==> src/rtl/core/kvt_pkg.sv <==
`timescale 1ns / 1ps

package kvt_pkg;

    localparam int DEPTH = 16;
    localparam int KEY_W = 32;
    localparam int CNT_W = $clog2(DEPTH + 1);
    localparam int IDX_W = (DEPTH > 1) ? $clog2(DEPTH) : 1;

    typedef enum logic [1:0] {
        CMD_LOOKUP = 2'd0,
        CMD_INSERT = 2'd1,
        CMD_DELETE = 2'd2,
        CMD_DUMP   = 2'd3
    } cmd_t;

    typedef enum logic [2:0] {
        ST_OK        = 3'd0,
        ST_NOT_FOUND = 3'd1,
        ST_DUPLICATE = 3'd2,
        ST_FULL      = 3'd3,
        ST_EMPTY     = 3'd4
    } status_t;

    typedef struct packed {
        cmd_t               cmd;
        logic [31:0]        key;
        logic signed [31:0] value;
    } in_t;

    typedef struct packed {
        status_t            status;
        logic [31:0]        out_key;
        logic signed [31:0] out_value;
        logic [4:0]         entry_count;
        logic               is_empty;
        logic               is_full;
        logic               last;
    } out_t;

    typedef struct packed {
        logic               valid;
        logic [KEY_W-1:0]   key;
        logic signed [31:0] value;
    } entry_t;

    typedef struct packed {
        entry_t entry;
        logic   keeps;
    } sort_link_t;

    typedef enum logic [1:0] {
        TBL_HOLD  = 2'd0,
        TBL_LOAD  = 2'd1,
        TBL_SHIFT = 2'd2
    } tbl_op_t;

    typedef enum logic [1:0] {
        SORT_HOLD   = 2'd0,
        SORT_CLEAR  = 2'd1,
        SORT_INSERT = 2'd2,
        SORT_SHIFT  = 2'd3
    } sort_op_t;

endpackage

==> src/rtl/core/kvt_sort_cell.sv <==
`timescale 1ns / 1ps

module kvt_sort_cell
    import kvt_pkg::*;
(
    input  logic       clk,
    input  logic       rst_n,
    input  sort_op_t   op,
    input  entry_t     new_entry,
    input  sort_link_t prev_link,
    input  entry_t     next_entry,
    output sort_link_t link
);

    logic               valid_reg;
    logic [KEY_W-1:0]   key_reg;
    logic signed [31:0] value_reg;
    entry_t             self;
    entry_t             entry_next;

    assign self = '{valid: valid_reg, key: key_reg, value: value_reg};

    always_comb
    begin
        entry_next = self;
        unique case (op)
            SORT_HOLD:
            begin
                entry_next = self;
            end
            SORT_CLEAR:
            begin
                entry_next       = self;
                entry_next.valid = 1'b0;
            end
            SORT_INSERT:
            begin
                priority if (link.keeps)
                    entry_next = self;
                else if (prev_link.keeps)
                    entry_next = new_entry;
                else
                    entry_next = prev_link.entry;
            end
            SORT_SHIFT:
            begin
                entry_next = next_entry;
            end
            default:
            begin
                entry_next = self;
            end
        endcase
    end

    always_ff @(posedge clk or negedge rst_n)
    begin
        if (!rst_n)
        begin
            valid_reg <= 1'b0;
        end
        else
        begin
            valid_reg <= entry_next.valid;
        end
    end

    always_ff @(posedge clk)
    begin
        key_reg   <= entry_next.key;
        value_reg <= entry_next.value;
    end

    assign link.entry = self;
    assign link.keeps = valid_reg && (value_reg >= new_entry.value);

endmodule

==> config.mk <==
export PLATFORM = sky130hd
export DESIGN_NAME = kvt_sort_cell
export DESIGN_NICKNAME = d
export VERILOG_FILES = /design/src/rtl/core/kvt_pkg.sv /design/src/rtl/core/kvt_sort_cell.sv
export SDC_FILE = /design/constraint.sdc
export NUM_CORES = 1
export LEC_CHECK = 0
export ABC_AREA = 1
export BUFFER_PORTS_ARGS = -buffer_cell sky130_fd_sc_hd__buf_4
export CORE_MARGIN = 8
export CORE_UTILIZATION = 40
export DETAILED_ROUTE_END_ITERATION = 8
export GPL_ROUTABILITY_DRIVEN = 0
export HOLD_SLACK_MARGIN = 0.05
export PLACE_DENSITY_LB_ADDON = 0.2
export SETUP_SLACK_MARGIN = 0.1
export SLEW_MARGIN = 20
export SYNTH_ARGS = -nofsm -noshare
export SYNTH_HDL_FRONTEND = slang
export SYNTH_SLANG_ARGS = --single-unit
==> constraint.sdc <==
create_clock -name clk -period 3.7 [get_ports clk]
set_clock_uncertainty 0.15 [all_clocks]
set_input_delay 0.37 -clock clk [delete_from_list [all_inputs] [get_ports clk]]
set_output_delay 0.37 -clock clk [all_outputs]
set_load 0.01 [all_outputs]
Word level (Yosys, flattened, before mapping) --
Index checks and enable logic that the tools add are counted.
Storage, ports and cells: memories kept 0, flip-flop bits (word level) 65, bits in latches 0, memory bits (writable) 0, output and inout bits 66, ROM bits 0
Cells by class: bitwise operators 2, magnitude comparators 1, $add $sub $neg 0, reduce and logical (&&, ||, !) cells 4, shifts and indexed selects 0, mux-type cells 3, divide/modulo/power cells 0, multipliers 0, eq/ne operators 4
Operator list (number):
- $pmux W65 S3 | 1
- $mux W65 | 2
- $ge A32 B32 Y1 | 1
- $eq A2 B2 Y1 const B | 2
- $reduce_and A3 Y1 | 1
- $eq A2 B1 Y1 const B | 1
- $logic_not A2 Y1 | 1
- $ne A2 B2 Y1 const B | 1
- $not A1 Y1 | 2
- $reduce_and A2 Y1 | 1
- $logic_and A1 B1 Y1 | 1

Logic depth before layout (Yosys ltp) --
word-level depth 4, mapped depth 19

Worst setup path before layout --
OpenSTA, ideal clock, no wires.
path type register to register, start point register value_reg[31], end point register key_reg[0] (enable), stages on the path, launching flop included 12, arrival 3434 ps, slack -329 ps, required time 3106 ps, path buffers 0, clock period less this slack 4029 ps, path through edfxtp_1 > ha_1 > nand2_1 > nor2_2 > nand2_2 > nor4_4 > nand2_1 > nand3_1 > nand3_2 > nand2_1 > inv_2 > a21oi_2
RTL lines:
- start: declaration | RTL line kvt_sort_cell.sv:17 | logic signed [31:0] value_reg;
- start signal: assignment | RTL line kvt_sort_cell.sv:71 | value_reg <= entry_next.value;
- end signal: assignment | RTL line kvt_sort_cell.sv:70 | key_reg <= entry_next.key;
- end: declaration | RTL line kvt_sort_cell.sv:16 | logic [KEY_W-1:0] key_reg;

Worst setup path after layout --
start point register value_reg[31], end point register key_reg[13] (enable)
On the way: cells in the longest elaborated chain, start to end 4
RTL lines:
- $ge A32 B32 Y1 | RTL line kvt_sort_cell.sv:75 | assign link.keeps = valid_reg && (value_reg >= new_entry.value);
- $logic_and A1 B1 Y1 | RTL line kvt_sort_cell.sv:75
- $ne A2 B2 Y1 (no line)
- $reduce_and A3 Y1 (no line)
Every way passes these cells. A chain may end at the register's enable or synchronous reset.

==> results.toml <==
[route]
wire_per_inst_um = 17.50
drc_errors = 0
drt_iter0_markers = 238
num_vias = 4687
ant_nets = 0
viasPerCell = 5.196
wl_um = 15790
drt_pass1_iterations = 5

[yosys]
synthAdderAreaFrac_pct = 9.351
synthMuxAreaShare_pct = 0
synth_compound_area_share_pct = 18.21
netlist_area_mm2 = 0.004282
synth_nets = 748
synth_cells = 516
yosys_warnings = 0
yosys.area_share.simple_pct = 19.64
synth_xor_area_share_pct = 0
ys_ff_latch = 65
ys_types = 28
synth_top_family_by_area = "simple AND/OR/NAND/NOR gates"
ys_seq_area_share_pct = 45.47
syn_area_per_cell_um2 = 8.298

[sta]
slew_viol_final = 0
min_period_ns = 2.750
grt_setup_unrepaired = "no"
fin_crit_sh_pct = 74.32
maxSlewHeadroom_pct = 36.46
worst_pin_slew_ns = 0.9531
timing_hold_violations_final = 0
fmax_ghz = 0.3636
whs_ns = 0.1968
finalSetupTns_ns = 0
finalSetupViolCount = 0

[global_route]
antenna_found_initial = 0
grt_max_degree = 68
grt_pass1_vias = 4988
track_usage_pct = 21.34
grt_pass1_wl_um = 24570
grt-ovfl-total = 0

[clock_network]
worstSkewPairLatency_ns = 0.33
htree_levels = 3
path_clk_slew_ns = 0.07
post_cts_resized = 0
cts_tree = "done"
cts.sinks = 65
post_cts_buffers = 0
numCtsBuffers = 9
cts_max_path_buffers = 2
postCtsHoldBufs = 1
clock-root-buffer = "clkbuf_8"

[floorplanning]
die_h_um = 119.5
row_count = 37
die_width_um = 119.5
start_util_pct = 41.29
core_area_mm2 = 0.01037
die_area_mm2 = 0.01427
pin_count = 266

[worst_setup_path]
ff2ff_setup_slack_ns = 0.95
cp.arrival_ns = 2.57
endpoint_kind = "flip-flop"
startpoint = "value_reg[31]"
crit_type = "reg2reg"
crit_required_ns = 3.52
cp-start-kind = "flip-flop"
slowest_delay_ns = 0.43
regToRegEndpoint = "key_reg[13]"
rr_worst_depth = 12
cp_slowest_cell = "buf_4"
timing.rr.start = "value_reg[31]"
critPathMaxFanout = 37
crit_chain = "ha_1, nand2_1, nor2_2, nand2_2, nor4_4, nand2_1, nand3_1, nand3_2, nand2_1, inv_2, a21oi_4, buf_4"
crit_top_cell = "nand2_1"

[layout]
antenna_cells = 0
stdcell_count = 902
syn2layout_area_growth_pct = 52.19
multiInputGateArea_mm2 = 0.002028
drive_above_1_share_pct = 38.64
nets = 993
nFillCells = 938
utilization_pct = 62.84
regArea_mm2 = 0.001947

[placement]
place_hpwl_um = 12190
io_buffers = 265
dp_cells = 885

[run]
drv_cap = 0

[power]
p_per_area_mw_per_mm2 = 313.0
p_leak_nw = 3.085
ir_drop_mv = 0.1854

[hold_path]
hold_path_class = "in2reg"
hold_path_depth = 3
min_to = "key_reg[21]"
min_from = "next_entry[53]"

[status]
status = "complete, no violations"
## how the worst max path moves through the flow
| stage | endpoint | slack (ns) |
|---|---|---|
| final | key_reg[13] | 0.95 |
| after global routing | key_reg[13] | 0.75 |
| after CTS | key_reg[13] | 0.92 |
| after detailed placement | key_reg[14] | 0.87 |
| after global placement | key_reg[14] | 1.0 |
| after floorplan | key_reg[0] | 0.45 |
## area by class of cell
| class | count | area share (%) |
|---|---|---|
| repair buffers | 270 | 31.14 |
| multi-input cells | 372 | 31.13 |
| flip-flops and latches | 65 | 29.88 |
| well taps | 136 | 2.611 |
| inverters | 43 | 2.496 |
| clock buffers | 12 | 2.074 |
| clock inverters | 4 | 0.6720 |
## through the flow
stage                     setup slack, ns  power [mW]  instance area (um^2)
after CTS                          0.9247       2.061                  6515
final                              0.9500       2.039                  6516
after detailed placement           0.8750       1.490                  6326
after floorplan                    0.4550       1.167                  4289
after global routing               0.7497       2.153                  6516
after global placement             0.9985       1.473                  6326
## kinds of logic (layout without fill, tap and decap cells)
group           count (synthesis)  count (layout)
compound gates                152             152
buf+inv                        79             329
fa+ha+maj                      32              32
simple gates                  188             188
flops                          65              65
## Yosys cell counts
library cell | n | area (um^2)
ha_1 | 32 | 400.4
nor4_4 | 1 | 21.27
nand3_2 | 2 | 20.02
nand2_1 | 38 | 142.6
o21ai_0 | 33 | 165.2
dfrtp_1 | 1 | 25.02
nor2_2 | 1 | 6.260
o21ai_1 | 100 | 500.5
nand2_2 | 1 | 6.260
edfxtp_1 | 64 | 1922
nor2_4 | 1 | 11.26
o21a_2 | 1 | 8.760
buf_2 | 2 | 10.01
nor2_1 | 73 | 274.0
buf_4 | 1 | 7.510
buf_1 | 6 | 22.52
clkinv_1 | 1 | 3.750
clkbuf_1 | 26 | 97.59
or2_2 | 1 | 6.260
nand3_1 | 68 | 340.3
o21a_1 | 1 | 7.510
a21oi_1 | 13 | 65.06
a21oi_2 | 2 | 17.52
a21o_1 | 2 | 15.01
nand4_1 | 2 | 12.51
inv_1 | 37 | 138.9
buf_8 | 1 | 15.01
inv_2 | 5 | 18.77
## routing by layer
metal,GRT usage (%),wire (um),vias to the layer above
li1,-,-,2294
met1,21.92,5793,2133
met2,38.04,8036,229
met3,7.700,1501,31
met4,9.836,456,0
met5,0,0,-
## critical path: cells and delay by family (launching register included)
family                     cells  cell delay [ns]
buffers and inverters          2             0.48
and+or+nand+nor                8             0.88
DFF                            1             0.40
AOI/OAI and AO/OA              1             0.11
adders and majority gates      1             0.36
## placed cells by master (no fill, tap or decap), drive strengths merged, types with 5 or more instances in the layout
master  instances
ha             32
clkinv          5
buf           269
inv            41
nor2           75
nand2          39
a21oi          15
edfxtp         64
nand3          70
clkbuf         12
o21ai         133
## power breakdown
part / switching (mW) / total [mW] / internal, mW
clock network: 0.261 / 0.569 / 0.308
registers: 0.0257 / 0.907 / 0.881
logic: 0.275 / 0.564 / 0.289
No activity file was read; power rests on OpenSTA's default activity.
